<file path="src/rtl/whta_pkg.sv">
// ----------------------------------------------------------------------------
// whta_pkg
// Shared types and constants of the windowed heading turn average block.
// ----------------------------------------------------------------------------
package whta_pkg;

	localparam int unsigned MAX_SAMPLES_DEF = 1024;
	localparam logic [31:0] WINDOW_RESET    = 32'd10000;
	localparam int unsigned QUEUE_DEPTH     = 4;

	localparam int unsigned HDG_W           = 16;
	localparam int unsigned STAMP_W         = 32;
	localparam int unsigned AVG_W           = 16;
	localparam int unsigned USED_W          = 11;
	localparam logic [HDG_W-1:0] FULL_CIRCLE = 16'd36000;

	typedef enum logic [1:0] {
		KIND_FIRST = 2'd0,
		KIND_DELTA = 2'd1,
		KIND_SKIP  = 2'd2
	} kind_t;

	typedef struct packed {
		kind_t            kind;
		logic [HDG_W-1:0] heading;
		logic             last;
	} entry_t;

endpackage

</file>
<file path="src/rtl/whta_front.sv">
// ----------------------------------------------------------------------------
// whta_front
// Accepts history entries, folds the heading and sorts each entry against the
// time window of its history.
// ----------------------------------------------------------------------------
module whta_front (
	input  logic                      clk,
	input  logic                      arst_n,
	input  logic                      window_ms_wr_en,
	input  logic [31:0]               window_ms_wr_data,
	input  logic                      in_valid,
	output logic                      in_ready,
	input  logic [15:0]               in_heading,
	input  logic [31:0]               in_stamp,
	input  logic                      in_last,
	output logic                      push_valid,
	input  logic                      push_ready,
	output whta_pkg::entry_t          push_entry
);
	import whta_pkg::*;

	logic [31:0]      window_q;
	logic             started_q;
	logic             closed_q;
	logic [31:0]      newest_q;
	logic [HDG_W-1:0] hdg;
	logic signed [33:0] age;
	logic             over;
	logic             take;

	assign in_ready   = push_ready;
	assign push_valid = in_valid;
	assign take       = in_valid & push_ready;

	assign hdg  = (in_heading >= FULL_CIRCLE) ? in_heading - FULL_CIRCLE : in_heading;
	assign age  = $signed({2'b00, newest_q}) - $signed({2'b00, in_stamp});
	assign over = age > $signed({2'b00, window_q});

	always_comb begin
		push_entry.heading = hdg;
		push_entry.last    = in_last;
		if (!started_q) begin
			push_entry.kind = KIND_FIRST;
		end else if (!closed_q && !over) begin
			push_entry.kind = KIND_DELTA;
		end else begin
			push_entry.kind = KIND_SKIP;
		end
	end

	always_ff @(posedge clk or negedge arst_n) begin
		if (!arst_n) begin
			window_q  <= WINDOW_RESET;
			started_q <= 1'b0;
			closed_q  <= 1'b0;
			newest_q  <= '0;
		end else begin
			if (window_ms_wr_en) begin
				window_q <= window_ms_wr_data;
			end
			if (take) begin
				if (in_last) begin
					started_q <= 1'b0;
					closed_q  <= 1'b0;
				end else if (!started_q) begin
					started_q <= 1'b1;
					newest_q  <= in_stamp;
				end else if (over) begin
					closed_q <= 1'b1;
				end
			end
		end
	end

endmodule

</file>
<file path="src/rtl/whta_queue.sv">
// ----------------------------------------------------------------------------
// whta_queue
// Short queue of sorted entries between the front and the back.
// ----------------------------------------------------------------------------
module whta_queue (
	input  logic             clk,
	input  logic             arst_n,
	input  logic             push_valid,
	output logic             push_ready,
	input  whta_pkg::entry_t push_entry,
	output logic             pop_valid,
	input  logic             pop_ready,
	output whta_pkg::entry_t pop_entry
);
	import whta_pkg::*;

	localparam int unsigned PTR_W = $clog2(QUEUE_DEPTH);
	localparam int unsigned CNT_W = $clog2(QUEUE_DEPTH + 1);

	entry_t           slot_q [QUEUE_DEPTH];
	logic [PTR_W-1:0] wr_ptr_q;
	logic [PTR_W-1:0] rd_ptr_q;
	logic [CNT_W-1:0] fill_q;
	logic             do_push;
	logic             do_pop;

	assign push_ready = fill_q != CNT_W'(QUEUE_DEPTH);
	assign pop_valid  = fill_q != '0;
	assign pop_entry  = slot_q[rd_ptr_q];
	assign do_push    = push_valid & push_ready;
	assign do_pop     = pop_valid & pop_ready;

	always_ff @(posedge clk) begin
		if (do_push) begin
			slot_q[wr_ptr_q] <= push_entry;
		end
	end

	always_ff @(posedge clk or negedge arst_n) begin
		if (!arst_n) begin
			wr_ptr_q <= '0;
			rd_ptr_q <= '0;
			fill_q   <= '0;
		end else begin
			if (do_push) begin
				wr_ptr_q <= (wr_ptr_q == PTR_W'(QUEUE_DEPTH - 1)) ? '0 : wr_ptr_q + 1'b1;
			end
			if (do_pop) begin
				rd_ptr_q <= (rd_ptr_q == PTR_W'(QUEUE_DEPTH - 1)) ? '0 : rd_ptr_q + 1'b1;
			end
			if (do_push && !do_pop) begin
				fill_q <= fill_q + 1'b1;
			end else if (do_pop && !do_push) begin
				fill_q <= fill_q - 1'b1;
			end
		end
	end

endmodule

</file>
<file path="src/rtl/whta_back.sv">
// ----------------------------------------------------------------------------
// whta_back
// Accumulates wrapped heading deltas, divides sum by count bit-serially and
// holds the result in an output register.
// ----------------------------------------------------------------------------
module whta_back #(
	parameter int unsigned MAX_SAMPLES = whta_pkg::MAX_SAMPLES_DEF
) (
	input  logic                          clk,
	input  logic                          arst_n,
	input  logic                          pop_valid,
	output logic                          pop_ready,
	input  whta_pkg::entry_t              pop_entry,
	output logic                          out_valid,
	input  logic                          out_ready,
	output logic signed [whta_pkg::AVG_W-1:0] out_avg,
	output logic [whta_pkg::USED_W-1:0]   out_used,
	output logic                          out_status
);
	import whta_pkg::*;

	localparam int unsigned CNT_W  = $clog2(MAX_SAMPLES + 1);
	localparam int unsigned SUM_W  = CNT_W + 16;
	localparam int unsigned STEP_W = $clog2(SUM_W);

	typedef enum logic [2:0] {
		ST_ACC  = 3'b001,
		ST_DIV  = 3'b010,
		ST_DONE = 3'b100
	} state_t;

	state_t                  state_q;
	logic [HDG_W-1:0]        prev_q;
	logic signed [SUM_W-1:0] sum_q;
	logic [CNT_W-1:0]        cnt_q;
	logic [SUM_W-1:0]        mag_q;
	logic [CNT_W-1:0]        rem_q;
	logic [CNT_W-1:0]        dvsr_q;
	logic                    neg_q;
	logic [STEP_W-1:0]       step_q;
	logic                    out_valid_q;
	logic signed [AVG_W-1:0] out_avg_q;
	logic [USED_W-1:0]       out_used_q;
	logic                    out_status_q;

	logic                    pop;
	logic signed [16:0]      diff;
	logic signed [16:0]      turn;
	logic signed [SUM_W-1:0] sum_n;
	logic [CNT_W-1:0]        cnt_n;
	logic [HDG_W-1:0]        prev_n;
	logic [CNT_W:0]          rem_sh;
	logic                    qbit;
	logic [AVG_W-1:0]        quo;
	logic                    out_free;

	assign pop_ready = state_q == ST_ACC;
	assign pop       = pop_valid & pop_ready;
	assign out_free  = !out_valid_q || out_ready;

	assign diff = $signed({1'b0, prev_q}) - $signed({1'b0, pop_entry.heading});

	always_comb begin
		if (diff >= 17'sd18000) begin
			turn = diff - 17'sd36000;
		end else if (diff < -17'sd18000) begin
			turn = diff + 17'sd36000;
		end else begin
			turn = diff;
		end
	end

	always_comb begin
		sum_n  = sum_q;
		cnt_n  = cnt_q;
		prev_n = prev_q;
		case (pop_entry.kind)
			KIND_FIRST: begin
				prev_n = pop_entry.heading;
			end
			KIND_DELTA: begin
				if (cnt_q < CNT_W'(MAX_SAMPLES)) begin
					sum_n  = sum_q + {{(SUM_W-17){turn[16]}}, turn};
					cnt_n  = cnt_q + 1'b1;
					prev_n = pop_entry.heading;
				end
			end
			default: begin
			end
		endcase
	end

	assign rem_sh = {rem_q, mag_q[SUM_W-1]};
	assign qbit   = rem_sh >= {1'b0, dvsr_q};
	assign quo    = neg_q ? AVG_W'(-mag_q) : mag_q[AVG_W-1:0];

	always_ff @(posedge clk) begin
		case (state_q)
			ST_ACC: begin
				if (pop && pop_entry.last) begin
					mag_q  <= sum_n[SUM_W-1] ? -sum_n : sum_n;
					neg_q  <= sum_n[SUM_W-1];
					dvsr_q <= cnt_n;
					rem_q  <= '0;
				end
			end
			ST_DIV: begin
				mag_q <= {mag_q[SUM_W-2:0], qbit};
				rem_q <= qbit ? CNT_W'(rem_sh - {1'b0, dvsr_q}) : rem_sh[CNT_W-1:0];
			end
			default: begin
			end
		endcase
		if (state_q == ST_DONE && out_free) begin
			out_avg_q    <= quo;
			out_used_q   <= USED_W'(dvsr_q);
			out_status_q <= dvsr_q == '0;
		end
	end

	always_ff @(posedge clk or negedge arst_n) begin
		if (!arst_n) begin
			state_q     <= ST_ACC;
			prev_q      <= '0;
			sum_q       <= '0;
			cnt_q       <= '0;
			step_q      <= '0;
			out_valid_q <= 1'b0;
		end else begin
			if (state_q == ST_DONE && out_free) begin
				out_valid_q <= 1'b1;
			end else if (out_ready) begin
				out_valid_q <= 1'b0;
			end
			case (state_q)
				ST_ACC: begin
					if (pop) begin
						if (pop_entry.last) begin
							prev_q  <= '0;
							sum_q   <= '0;
							cnt_q   <= '0;
							step_q  <= '0;
							state_q <= (cnt_n == '0) ? ST_DONE : ST_DIV;
						end else begin
							prev_q <= prev_n;
							sum_q  <= sum_n;
							cnt_q  <= cnt_n;
						end
					end
				end
				ST_DIV: begin
					step_q <= step_q + 1'b1;
					if (step_q == STEP_W'(SUM_W - 1)) begin
						state_q <= ST_DONE;
					end
				end
				ST_DONE: begin
					if (out_free) begin
						state_q <= ST_ACC;
					end
				end
				default: begin
					state_q <= ST_ACC;
				end
			endcase
		end
	end

	assign out_valid  = out_valid_q;
	assign out_avg    = out_avg_q;
	assign out_used   = out_used_q;
	assign out_status = out_status_q;

endmodule

</file>
<file path="src/rtl/windowed_heading_turn_average.sv">
// ----------------------------------------------------------------------------
// windowed_heading_turn_average
// Average signed heading change over the entries of a heading history that
// lie within a time window of its newest entry.
//
// channel    dir  fields (low bit up)                        accepted when
// s_axis     in   tdata: heading_cdeg[15:0] stamp_ms[47:16]   tvalid & tready
//                 tlast: last_entry
// m_axis     out  tdata: avg_turn_cdeg[15:0] used_count[26:16] tvalid & tready
//                 tuser: status
// window_ms  in   window_ms_wr_data                          window_ms_wr_en
//
// Entries are taken one per cycle while the back accumulates. A last entry
// with a nonzero count passes through the bit-serial divider, one quotient bit
// per cycle; with no count it skips the divider.
// The queue keeps taking entries meanwhile until it is full.
// Reset clears all history state and sets window_ms to 10000.
// A stalled m_axis holds its result; the back waits only for a second one.
// ----------------------------------------------------------------------------
module windowed_heading_turn_average #(
	parameter int unsigned MAX_SAMPLES = whta_pkg::MAX_SAMPLES_DEF
) (
	input  logic        clk,
	input  logic        arst_n,
	input  logic        window_ms_wr_en,
	input  logic [31:0] window_ms_wr_data,
	input  logic        s_axis_tvalid,
	output logic        s_axis_tready,
	input  logic [47:0] s_axis_tdata,   // heading_cdeg, stamp_ms
	input  logic        s_axis_tlast,
	output logic        m_axis_tvalid,
	input  logic        m_axis_tready,
	output logic [31:0] m_axis_tdata,   // avg_turn_cdeg, used_count, zero fill
	output logic        m_axis_tuser    // status
);
	import whta_pkg::*;

	logic                    push_valid;
	logic                    push_ready;
	entry_t                  push_entry;
	logic                    pop_valid;
	logic                    pop_ready;
	entry_t                  pop_entry;
	logic signed [AVG_W-1:0] avg;
	logic [USED_W-1:0]       used;

	whta_front u_front (
		.clk               (clk),
		.arst_n            (arst_n),
		.window_ms_wr_en   (window_ms_wr_en),
		.window_ms_wr_data (window_ms_wr_data),
		.in_valid          (s_axis_tvalid),
		.in_ready          (s_axis_tready),
		.in_heading        (s_axis_tdata[15:0]),
		.in_stamp          (s_axis_tdata[47:16]),
		.in_last           (s_axis_tlast),
		.push_valid        (push_valid),
		.push_ready        (push_ready),
		.push_entry        (push_entry)
	);

	whta_queue u_queue (
		.clk        (clk),
		.arst_n     (arst_n),
		.push_valid (push_valid),
		.push_ready (push_ready),
		.push_entry (push_entry),
		.pop_valid  (pop_valid),
		.pop_ready  (pop_ready),
		.pop_entry  (pop_entry)
	);

	whta_back #(
		.MAX_SAMPLES (MAX_SAMPLES)
	) u_back (
		.clk        (clk),
		.arst_n     (arst_n),
		.pop_valid  (pop_valid),
		.pop_ready  (pop_ready),
		.pop_entry  (pop_entry),
		.out_valid  (m_axis_tvalid),
		.out_ready  (m_axis_tready),
		.out_avg    (avg),
		.out_used   (used),
		.out_status (m_axis_tuser)
	);

	assign m_axis_tdata = {5'b0, used, avg};

endmodule

</file>
<file path="config.mk">
export PLATFORM = sky130hd
export DESIGN_NAME = windowed_heading_turn_average
export DESIGN_NICKNAME = d
export VERILOG_FILES = /design/src/rtl/whta_pkg.sv /design/src/rtl/whta_front.sv /design/src/rtl/whta_queue.sv /design/src/rtl/whta_back.sv /design/src/rtl/windowed_heading_turn_average.sv
export SDC_FILE = /design/constraint.sdc
export NUM_CORES = 1
export LEC_CHECK = 0
export BUFFER_PORTS_ARGS = -buffer_cell sky130_fd_sc_hd__buf_2
export CELL_PAD_IN_SITES_DETAIL_PLACEMENT = 1
export CELL_PAD_IN_SITES_GLOBAL_PLACEMENT = 1
export CORE_MARGIN = 5
export CORE_UTILIZATION = 44
export DETAILED_ROUTE_END_ITERATION = 10
export HOLD_SLACK_MARGIN = 0.06
export PLACE_DENSITY_LB_ADDON = 0.1
export SLEW_MARGIN = 20
export SYNTH_ARGS = -nofsm -noshare
export SYNTH_HDL_FRONTEND = slang
export SYNTH_SLANG_ARGS = --single-unit
export TNS_END_PERCENT = 30
</file>
<file path="constraint.sdc">
create_clock -name clk -period 8.5 [get_ports clk]
set_input_delay 1.7 -clock clk [delete_from_list [all_inputs] [get_ports clk]]
set_output_delay 1.7 -clock clk [all_outputs]
set_load 0.1 [all_outputs]
</file>
Word level (Yosys, flattened, before mapping)
Memory sizes are Yosys's and may differ from the RTL's.
Index checks and enable logic that the tools add are counted.
- add/subtract/negate cells: 15
- order comparisons: 6
- eq/ne operators: 14
- multiplexer cells: 42
- bitwise operators: 4
- reduce and logical (&&, ||, !) cells: 29
- operators by type and width (kind ; number):
    27-bit 2-to-1 mux ; 5
    16-bit 2-to-1 mux ; 4
    11-bit 2-to-1 mux ; 5
    27-bit one-hot mux with 2 select lines ; 1
    34-bit by 33-bit greater-than comparator with 1-bit output ; 1
    17-bit 2-to-1 mux ; 2
    32-bit by 32-bit subtractor with 33-bit output ; 1
    16-bit one-hot mux with 2 select lines ; 1
    27-bit adder ; 1
    27-bit negator ; 1
    11-bit zero test ; 2
    11-bit one-hot mux with 2 select lines ; 1
    3-bit 2-to-1 mux ; 7
    17-bit adder, second input constant ; 1
    17-bit by 16-bit >= comparator with 1-bit output, second input constant ; 1
    17-bit by 16-bit < comparator with 1-bit output, second input constant ; 1
    16-bit by 16-bit subtractor with 17-bit output ; 1
    17-bit subtractor, second input constant ; 1
    16-bit >= comparator, second input constant ; 1
    16-bit negator ; 1
    16-bit subtractor, second input constant ; 1
    12-bit by 11-bit >= comparator with 1-bit output ; 1
    11-bit by 1-bit adder with 11-bit output, second input constant ; 1
    11-bit < comparator, second input constant ; 1
    31 further kinds ; 67
- flip-flop bits (word level): 214
- RAM bits: 76
- input bits: 86
- output and inout port bits: 35
- memories: 1
- memories (name ; words ; width ; rd ports ; clocked after Yosys merged registers in ; wr ports ; RTL line ; text):
    u_queue.slot_q ; 4 ; 19 ; 1 ; 0 ; 1 ; whta_queue.sv:20 ; entry_t slot_q [QUEUE_DEPTH];

Longest topological paths before layout
Gate-level depths: netlist of the first run.
An unclocked memory read counts as a cell.
- depth in word-level cells: 12
- depth in mapped cells: 34
- depth with buffers taken out: 32

Hierarchy
A second synthesis of the first run with hierarchy kept.
- cells, all modules: 2046
- area total of the unflattened synthesis: 19764.0 um2
- modules (own cells, without submodules) (module ; instances ; cells an instance ; area an instance (um2) ; seq. area each (um2)):
    whta_back ; 1 ; 1312 ; 11294.6 ; 3920.0
    whta_front ; 1 ; 593 ; 5256.3 ; 1657.8
    whta_queue ; 1 ; 135 ; 3171.8 ; 2457.4
    windowed_heading_turn_average ; 1 ; 6 ; 41.3 ; 0.0

Worst setup path after synthesis of the first run
No wires, ideal clock.
- path type: reg2reg
- start point: register u_queue.rd_ptr_q[0]
- end point: register u_back.mag_q[24] (data pin)
- setup time: 0.157 ns
- arrival: 8.347 ns
- slack: -0.004 ns
- stages on the path, launching flop included: 34
- path buffers: 3
- clock period less this slack: 8.504 ns
- path through: dfrtp_1 > buf_1 > buf_1 > mux4_2 > inv_1 > ha_1 > o211ai_1 > a21oi_1 > or3_1 > and2_1 > clkbuf_1 > ha_1 > nand2_1 > nand2_1 > a311o_1 > a41o_1 > a21boi_1 > inv_1 > o21ai_0 > nand2_1 > xnor2_1 > ha_1 > and3_1 > and2_1 > a221oi_1 > a211oi_1 > or3_1 > a31oi_1 > nand3b_1 > nor4_2 > nand3_1 > nand3_1 > mux2i_1 > nor3_1
- longest elaborated chain between the ends: 12
- elaborated cells between the ends (all ways): 16
- classes of those cells: 5 x add/sub; 2 x order compare; 1 x eq/ne; 7 x mux; 1 x memory
- RTL lines (item ; RTL line ; text):
    from (decl) ; whta_queue.sv:22 ; logic [PTR_W-1:0] rd_ptr_q;
    from (signal assigned) ; whta_queue.sv:49 ; rd_ptr_q <= (rd_ptr_q == PTR_W'(QUEUE_DEPTH - 1)) ? '0 : rd_ptr_q + 1'b1;
    memory read 4 x 19 bit (*) ; -- ;
    16-bit by 16-bit subtractor with 17-bit output ; whta_back.sv:61 ; assign diff = $signed({1'b0, prev_q}) - $signed({1'b0, pop_entry.heading});
    17-bit adder / 17-bit by 16-bit < comparator with 1-bit output (equally long branches) ; whta_back.sv:67, whta_back.sv:66 ;
    17-bit 2-to-1 mux ; whta_back.sv:66 ; end else if (diff < -17'sd18000) begin
    17-bit 2-to-1 mux ; whta_back.sv:64 ; if (diff >= 17'sd18000) begin
    27-bit adder ; whta_back.sv:83 ; sum_n = sum_q + {{(SUM_W-17){turn[16]}}, turn};
    27-bit 2-to-1 mux ; whta_back.sv:82 ; if (cnt_q < CNT_W'(MAX_SAMPLES)) begin
    27-bit 2-to-1 mux (*) ; whta_back.sv:77 ; case (pop_entry.kind)
    27-bit negator ; whta_back.sv:101 ; mag_q <= sum_n[SUM_W-1] ? -sum_n : sum_n;
    27-bit 2-to-1 mux (*) ; whta_back.sv:101 ;
    27-bit 2-to-1 mux (*) ; whta_back.sv:100 ; if (pop && pop_entry.last) begin
    27-bit one-hot mux with 2 select lines (*) ; whta_back.sv:98 ; case (state_q)
    to (signal assigned) ; whta_back.sv:101 ;
    to (signal assigned) ; whta_back.sv:108 ; mag_q <= {mag_q[SUM_W-2:0], qbit};
    to (decl) ; whta_back.sv:36 ; logic [SUM_W-1:0] mag_q;
Mark *: on every way between the ends. The rest lies on a longest branch, timed or not. The select of a mux whose other input is x is not followed.
A chain may end at the register's enable or synchronous reset.

Worst setup path in the final report of the first run
- start point: register u_queue.rd_ptr_q[0]
- end point: register u_back.mag_q[21] (data pin)
The elaborated chain is that of the path after synthesis.

==> flow_summary_export.csv, run 1 <==
group,metric,value,unit
critical_path,r2r_setup_slack,0.61,ns
timing,setup_viol,0,
critical_path,endpoint_kind,"flop",
critical_path,cp-start-kind,"flop",
critical_path,critPathMaxStageDelay,0.57,ns
timing,fmaxAchievable,127,MHz
global_routing,grt_antenna_before_repair,0,
yosys,ys.flop_type,"edfxtp_1",
hold_path,min_path_type,"reg -> reg",
final_layout,syn_to_final_growth,12.8,%
yosys,synth_edf_count,154,
routing,ant_nets,0,
timing,rsz0062_at_grt,"no",
cts,cts_num_sinks,290,
timing,worst_slack,0.606,ns
global_routing,grt_pass1_wl,85.5,mm
hold_path,hold_start,"u_front.newest_q[20]",
placed_design,place_congestion,0.873,
cts,clkSlewWorstSetupHoldPaths,0.06,ns
die,ios,121,
placed_design,dp_slack,-0.214,ns
final_layout,final_common_cell,"nand2_1",
yosys,syn_inst,1934,
final_layout,layout-drive-gt1-share,0.131,
final_layout,final_cell_mix,"nand2_1 (191), o21ai_0 (172), edfxtp_1 (154), inv_1 (142), ha_1 (135)",
yosys,ys_warn_count,0,
timing,hold_viol,0,
routing,drt_iter0_markers,838,
routing,wirelength,52.2,mm
timing,slew_violations,0,
global_routing,grt_max_degree,76,
die,row_count,75,
cts,numCtsBuffers,35,
placed_design,dpl.hpwl,38.0,mm
critical_path,path_max_fanout,11,
global_routing,grt_pass1_vias,16100,
global_routing,gr-usage-all-layers,0.220,
timing,finalClockSkew,0.0163,ns
critical_path,crit_type,"reg -> reg",
critical_path,r2r_start,"u_queue.rd_ptr_q[0]",
die,die-area,47100,µm²
final_layout,fin_nets,2281,
cts,cts_max_level,2,
cts,root_buffer,"clkbuf_16",
yosys,synth_top_area_cell,"edfxtp_1",
final_layout,n_antenna_cell,0,
critical_path,crit_slowest_cell,"dfrtp_4",
placed_design,placed_cells,2556,
yosys,syn_area_per_cell,9.76,µm²
critical_path,cp_common_cell,"o21ai_0",
die,core,42200,µm²
die,dieHeight,217,µm
yosys,synth.distinct_cells,83,
critical_path,cp-startpoint,"u_queue.rd_ptr_q[0]",
timing,tns,0,ns
critical_path,cp.required,8.78,ns
routing,drc,0,
yosys,ys_seq_area_frac,0.426,
timing,fin_crit,7.89,ns
routing,via_count,15200,
routing,drt-pass1-iter-count,5,
run,maxCapViolCount,0,
die,die_w,217,µm
routing,viasPerCell,5.82,
yosys,syn_area,18900,µm²
routing,avgRoutedWirePerCell,19.9,µm
cts,cts_tree,"done",
status,status,"complete, no violations",
timing,min_period_over_period,0.929,
timing,worst_pin_slew,1.14,ns
timing,slew_headroom,0.242,
critical_path,arrival,8.17,ns
global_routing,grt_overflow,0,
yosys,synth_top_area_frac,0.245,
final_layout,stdcell_count,2619,
placed_design,port_buffers,115,
yosys,async_reset_ff_frac,0.469,
die,start_util,0.447,
yosys,ys_ff_latch,290,
cts,cts_max_path_buffers,3,
timing,holdWs,0.488,ns
cts,insertion_delay,0.54,ns
yosys,synthTopCellsByArea,"edfxtp_1 (25%), dfrtp_1 (17%), ha_1 (9.0%)",
[worst max-delay path, delay by kind of cell, from the launching register on]
kind | cells | cell delay [ns]
xor gates and xnor gates | 2 | 0.51
AOI/OAI and AO/OA | 13 | 2.75
buffers and inverters | 3 | 0.46
muxes | 2 | 0.54
adders and majority gates | 3 | 0.86
and+or+nand+nor | 8 | 1.90
DFF | 1 | 0.57
[area by class of cell]
cell class	instances	area, µm²
multi-input combinational	1429	10100
sequential	290	8040
tap	539	674
fill	4792	20900
timing repair buffer	155	882
clock inverter	14	149
clock buffer	48	935
inverter	144	541
[per-layer routing]
metal  vias to the layer above  GRT usage  wire length, µm
met1                      7616      0.301            24200
met4                         0     0.0495              812
met2                       228      0.376            25300
met5                         -          0                0
met3                        55     0.0295             1900
li1                       7339          -                -
[Yosys cell counts, types with 27 or more instances]
cell      count
nand2_1     192
xnor2_1      64
clkbuf_1     53
nor3_1       42
o21ai_0     173
dfrtp_1     130
inv_1       142
xor2_1       40
mux2i_1      32
a21o_1       36
a21oi_1      77
nand3_1      45
a22o_1       28
nor2_1      111
nand4_1      31
ha_1        135
nand2b_1     27
edfxtp_1    154
[flip-flops by register name (all words and copies together), names as in the netlist]
register           flops
u_back.step_q          5
u_queue.slot_q        76
u_back.mag_q          27
u_queue.wr_ptr_q       2
u_front.window_q      32
u_back.out_valid       1
u_front.newest_q      32
u_back.state_q         3
u_back.sum_q          27
u_back.out_avg        16
u_back.out_status      1
u_back.neg_q           1
u_queue.rd_ptr_q       2
u_back.rem_q          11
u_queue.fill_q         3
u_back.prev_q         16
u_front.started_q      1
u_back.dvsr_q         11
u_back.cnt_q          11
u_back.out_used       11
u_front.closed_q       1
[worst paths after layout]
| path | depth (start not counted) | endpoint |
|---|---|---|
| worst max-delay path | 31 | u_back.mag_q[21] |
| worst min-delay path | 2 | u_front.newest_q[20] |
| worst max register to register | 31 | u_back.mag_q[21] |
| worst min register to register | 2 | u_front.newest_q[20] |
| max in group asynchronous | 2 | u_front.newest_q[12] |
| min in group asynchronous | 1 | u_front.window_q[20] |
[metrics by stage]
| stage | instance area (µm²) | util |
|---|---|---|
| final | 21300 | 0.504 |
| after global routing | 21300 | 0.504 |
| after global placement | 20100 | 0.476 |
| after detailed placement | 20100 | 0.476 |
| after CTS | 21200 | 0.502 |
| after floorplan | 18900 | - |
[kinds of logic (layout without fill, tap and decap cells)]
family | count (synthesis) | count (layout) | synth area share
AO/OA/AOI/OAI | 529 | 529 | 0.185
XOR/XNOR | 104 | 104 | 0.0483
adder cells (fa/ha/maj) | 140 | 140 | 0.0948
buffers and inverters | 220 | 361 | 0.0469
flip-flops | 290 | 290 | 0.426
multiplexers | 57 | 57 | 0.0432
other | 1 | 5 | 0.000199
AND/OR/NAND/NOR | 593 | 594 | 0.156
[repair_timing]
action	in CTS	in global routing
hold buffers	0	0
buffers inserted	0	0
setup endpoints to repair	24	28
pin swaps	0	1
gates resized for setup	2	16
gates cloned	0	1
Power of run 1 is left out: the tool's default activity adds up to more than one toggle a clock period on the data nets, which glitch-free logic cannot reach.
==> run 2: changes to the inputs <==
CORE_UTILIZATION = 45   (was 44)
CTS_BUF_LIST = sky130_fd_sc_hd__clkbuf_2   (was not set)
==> run 2 against run 1 <==
Compared with the run above:
- global-route usage is 0.21 points higher
- sequential cell count stayed put
- maximum frequency shrank 0.62%
==> flow_summary_export.csv, run 2 (synthesis gave the netlist of run 1 again) <==
group,metric,value,unit
status,status,"complete, no violations",
die,row_count,75,
cts,clkSlewWorstSetupHoldPaths,0.10,ns
critical_path,critPathTopFamily,"compound AO/OA/AOI/OAI gates",
final_layout,layout-drive-gt1-share,0.163,
cts,cts_tree,"done",
cts,root_buffer,"clkbuf_2",
routing,drc,0,
global_routing,grtUsageMet3,0.0432,
timing,hold_viol,0,
cts,cts_max_level,3,
final_layout,fin_nets,2322,
die,core,41800,µm²
final_layout,largest_register_ffs,76,
routing,wirelength,51.8,mm
routing,ant_nets,0,
cts,insertion_delay,1.03,ns
global_routing,use_met1,0.286,
critical_path,crit_slowest_cell,"or4_1",
timing,fin_crit,7.94,ns
critical_path,arrival,8.67,ns
routing,drt_iter0_markers,637,
global_routing,grt_antenna_before_repair,2,
die,start_util,0.452,
global_routing,grt_max_degree,83,
critical_path,cp-start-kind,"flop",
global_routing,grt_pass1_vias,16300,
cts,cts_num_sinks,290,
die,ios,121,
cts,cts_hold_buf,0,
placed_design,place_congestion,0.868,
final_layout,final_cell_mix,"nand2_1 (191), o21ai_0 (172), edfxtp_1 (154), inv_1 (142), ha_1 (135)",
timing,finalClockSkew,0.0808,ns
final_layout,syn_to_final_growth,10.6,%
global_routing,use_met2,0.381,
global_routing,gr-usage-all-layers,0.222,
cts,cts_max_path_buffers,3,
timing,worst_pin_slew,1.13,ns
timing,slew_violations,0,
final_layout,regMostFlops,"u_queue.slot_q",
die,dieHeight,215,µm
cts,numCtsBuffers,81,
timing,rsz0062_at_grt,"no",
timing,min_period_over_period,0.934,
die,die-area,46100,µm²
timing,fmaxAchievable,126,MHz
routing,viasPerCell,5.74,
placed_design,port_buffers,115,
global_routing,grt_overflow,0,
placed_design,dpl.hpwl,37.8,mm
run,maxCapViolCount,0,
final_layout,top_regs,"u_queue.slot_q: 76 flops, u_front.newest_q: 32 flops, u_front.window_q: 32 flops",
global_routing,busiest_layer,"met2",
timing,slew_headroom,0.244,
critical_path,endpoint_kind,"flop",
critical_path,critPathMaxStageDelay,0.59,ns
routing,avgRoutedWirePerCell,19.2,µm
critical_path,path_max_fanout,7,
global_routing,grt_pass1_wl,85.0,mm
critical_path,cp_num_buf_inv,4,
timing,setup_viol,0,
timing,tns,0,ns
critical_path,crit_type,"reg -> reg",
hold_path,min_path_type,"reg -> reg",
routing,drt-pass1-iter-count,5,
final_layout,final_common_cell,"nand2_1",
critical_path,cp.required,9.23,ns
final_layout,n_fill_cell,4816,
routing,via_count,15500,
die,die_w,215,µm
run 2: cell types whose count changed in the layout (fill, tap and decap cells not counted), sizes merged, moves of 2 or more:
cell,delta
bufinv,-2
buf,-4
diode,+6
clkinv,+6
clkbuf,+76
run 2: final timing paths:
kind                                       from              endpoint  slack (ns)  cells after the start
max                         u_queue.rd_ptr_q[0]      u_back.mag_q[21]        0.56                     33
min                        u_front.newest_q[23]  u_front.newest_q[23]        0.49                      2
max reg2reg                 u_queue.rd_ptr_q[0]      u_back.mag_q[21]        0.56                     33
min reg2reg                u_front.newest_q[23]  u_front.newest_q[23]        0.49                      2
max in group asynchronous                arst_n      u_back.sum_q[20]        6.36                      2
min in group asynchronous                arst_n  u_front.window_q[11]        0.74                      1
run 2: timing repair:
action / in CTS / in global routing
pin swaps: 0 / 1
buffers inserted: 0 / 5
setup endpoints to repair: 11 / 28
gates resized for setup: 2 / 12
run 2: metrics by stage:
stage	area (µm²)	hold WS [ns]	utilization	setup slack (ns)	cells
6_report	20900	0.488	0.500	0.557	2698
3_3_place_gp	20000	0.467	0.480	0.228	2547
5_1_grt	20900	0.517	0.500	0.0408	2695
2_1_floorplan	18900	0.450	-	0.195	1938
3_5_place_dp	20000	0.475	0.480	-0.0320	2547
4_1_cts	20800	0.493	0.497	0.134	2687
run 2: area by class of cell:
type                    count  area [µm²]  area share
inverters                 144         541      0.0259
well taps                 539         674      0.0323
repair buffers            151         853      0.0409
diodes                      6        15.0    0.000719
clock inverters            16        88.8     0.00426
flip-flops and latches    290        8040       0.385
clock buffers             124         621      0.0297
multi-input cells        1428       10000       0.481
run 2: worst reg2reg max path, delay by kind of cell, from the launching register on:
kind / cells / cell delay [ns]
and+or+nand+nor: 11 / 2.29
adders and majority gates: 3 / 0.97
AOI/OAI and AO/OA: 10 / 2.45
muxes: 3 / 0.61
buffers and inverters: 4 / 0.52
DFF: 1 / 0.45
xor gates and xnor gates: 2 / 0.40
run 2: routing by layer:
layer / vias to the layer above / part of all wire / routed length [µm]
met5: - / 0 / 0
met3: 103 / 0.041 / 2150
met2: 302 / 0.48 / 25000
li1: 7473 / - / -
met4: 0 / 0.024 / 1250
met1: 7620 / 0.45 / 23400
Power of run 2 is left out for the same reason.
==> run 3: changes to the inputs <==
CORE_UTILIZATION = 50   (was 45)
clock period = 7.4 ns   (was 8.5 ns; I/O delays follow)
==> run 3 against run 2 <==
Compared with the run above:
- the flow now finishes with violations (setup timing)
- worst hold slack better by 0.0041 ns
- largest cell class unchanged
- sequential share of layout area is 2.1 points lower
- first-iteration DRC count is 21% higher
- utilization is 8.9 points higher
- die area is 9.5% lower
- critical path depth is 1 higher
==> flow_summary_export.csv, run 3 (synthesis gave the netlist of run 1 again) <==
group,metric,value,unit
critical_path,crit_slowest_cell,"or4_4",
final_layout,n_fill_cell,4368,
final_layout,layout-drive-gt1-share,0.220,
routing,drt_iter0_markers,770,
timing,hold_viol,0,
timing,setup_viol,17,
timing,worst_slack,-0.0622,ns
cts,insertion_delay,1.04,ns
routing,viasPerCell,5.84,
timing,slew_violations,0,
critical_path,critPathMaxStageDelay,0.56,ns
final_layout,fin_nets,2426,
final_layout,final_cell_mix,"nand2_1 (189), o21ai_0 (167), edfxtp_1 (154), inv_1 (140), ha_1 (131)",
timing,worst_pin_slew,1.20,ns
final_layout,top_regs,"u_queue.slot_q: 76 flops, u_front.newest_q: 32 flops, u_front.window_q: 32 flops",
global_routing,grt_antenna_before_repair,2,
timing,min_period_over_period,1.01,
placed_design,port_buffers,115,
cts,numCtsBuffers,80,
final_layout,regMostFlops,"u_queue.slot_q",
timing,holdWs,0.492,ns
critical_path,endpoint_kind,"flop",
hold_path,whs_endpoint,"u_front.newest_q[20]",
cts,cts_tree,"done",
critical_path,cp_common_cell,"buf_4",
routing,ant_nets,0,
die,die_w,204,µm
die,row_count,71,
critical_path,r2r_setup_slack,-0.06,ns
timing,rsz0062_at_grt,"yes",
global_routing,gr-usage-all-layers,0.266,
hold_path,hold_start,"u_front.newest_q[20]",
cts,clkSlewWorstSetupHoldPaths,0.10,ns
routing,avgRoutedWirePerCell,20.1,µm
timing,fmaxAchievable,134,MHz
status,violations,"setup timing",
critical_path,reg2reg_to,"u_back.mag_q[18]",
final_layout,final_common_cell,"nand2_1",
placed_design,dpl.hpwl,39.9,mm
die,dieHeight,204,µm
timing,fin_crit,7.46,ns
die,core,37500,µm²
critical_path,cp.required,8.19,ns
status,status,"finished, violations left",
die,start_util,0.503,
final_layout,syn_to_final_growth,17.0,%
routing,drt-pass1-iter-count,5,
critical_path,cp-start-kind,"flop",
global_routing,grt_overflow,0,
hold_path,min_path_type,"reg -> reg",
routing,via_count,16200,
die,ios,121,
cts,cts_max_path_buffers,3,
critical_path,arrival,8.25,ns
final_layout,final_util,0.589,
timing,slew_headroom,0.199,
routing,drc,0,
global_routing,grt_pass1_wl,90.6,mm
critical_path,path_max_fanout,5,
critical_path,r2r_start,"u_queue.rd_ptr_q[0]",
cts,cts_hold_buf,0,
final_layout,largest_register_ffs,76,
global_routing,grt_pass1_vias,17700,
cts,root_buffer,"clkbuf_2",
global_routing,grt_max_degree,74,
critical_path,reg2regPathDepth,34,
cts,cts_max_level,3,
routing,wirelength,55.9,mm
hold_path,min_path_cells,2,
placed_design,place_congestion,0.895,
critical_path,crit_type,"reg -> reg",
cts,cts_num_sinks,290,
timing,finalClockSkew,0.0937,ns
run,maxCapViolCount,0,
timing,tns,-0.482,ns
die,die-area,41700,µm²
[run 3: cell types whose count changed in the layout (fill, tap and decap cells not counted), sizes merged]
cell / before / now
buf: 151 / 252
clkinv: 14 / 25
nand2: 193 / 197
diode: 6 / 4
clkbuf: 124 / 114
clkinvlp: 0 / 3
bufinv: 1 / 2
[run 3: worst max path at each step]
stage                              startpoint          endpoint
final                     u_queue.rd_ptr_q[0]  u_back.mag_q[18]
after global routing      u_queue.rd_ptr_q[0]   u_back.mag_q[8]
after global placement    u_queue.rd_ptr_q[0]  u_back.mag_q[24]
after CTS                 u_queue.rd_ptr_q[0]  u_back.mag_q[21]
after floorplan           u_queue.rd_ptr_q[0]  u_back.mag_q[21]
after detailed placement  u_queue.rd_ptr_q[0]  u_back.mag_q[24]
[run 3: per-stage QoR]
step,setup slack [ns],std cells,instance area [µm²]
2_1_floorplan,0.00996,1938,18900
3_3_place_gp,-0.160,2602,20700
3_5_place_dp,-0.459,2602,20700
4_1_cts,0.00195,2760,21700
5_1_grt,-0.383,2778,22100
6_report,-0.0622,2778,22100
[run 3: area by class of cell]
class	count	area, µm²	share of cell area
Antenna cell	4	10.0	0.000453
Clock buffer	114	571	0.0258
Clock inverter	31	191	0.00867
Inverter	144	541	0.0245
Multi-Input combinational cell	1432	10400	0.471
Sequential cell	290	8040	0.364
Tap cell	511	639	0.0290
Timing Repair Buffer	252	1700	0.0771
[run 3: worst max-delay path, delay by kind of cell (launching register included)]
| kind | cells | cell delay (ns) |
|---|---|---|
| buffers and inverters | 8 | 1.16 |
| flip-flops | 1 | 0.45 |
| adder cells (fa/ha/maj) | 3 | 0.82 |
| XOR/XNOR | 2 | 0.26 |
| AO/OA/AOI/OAI | 12 | 2.56 |
| AND/OR/NAND/NOR | 8 | 1.56 |
| multiplexers | 1 | 0.41 |
[run 3: timing repair]
| item | CTS | global route |
|---|---|---|
| setup endpoints to repair | 28 | 30 |
| buffers inserted | 12 | 11 |
| cloned | 1 | 3 |
| hold endpoints to repair | 0 | 0 |
| gates resized for setup | 26 | 48 |
| pin swaps | 26 | 54 |
[run 3: per-layer routing]
metal  vias up  part of all wire  global-route usage
li1       7709                 -                   -
met1      8055              0.42               0.328
met2       356              0.51               0.480
met3       104             0.042              0.0492
met4         0             0.020              0.0742
met5         -                 0                   0
Power of run 3 is left out for the same reason.
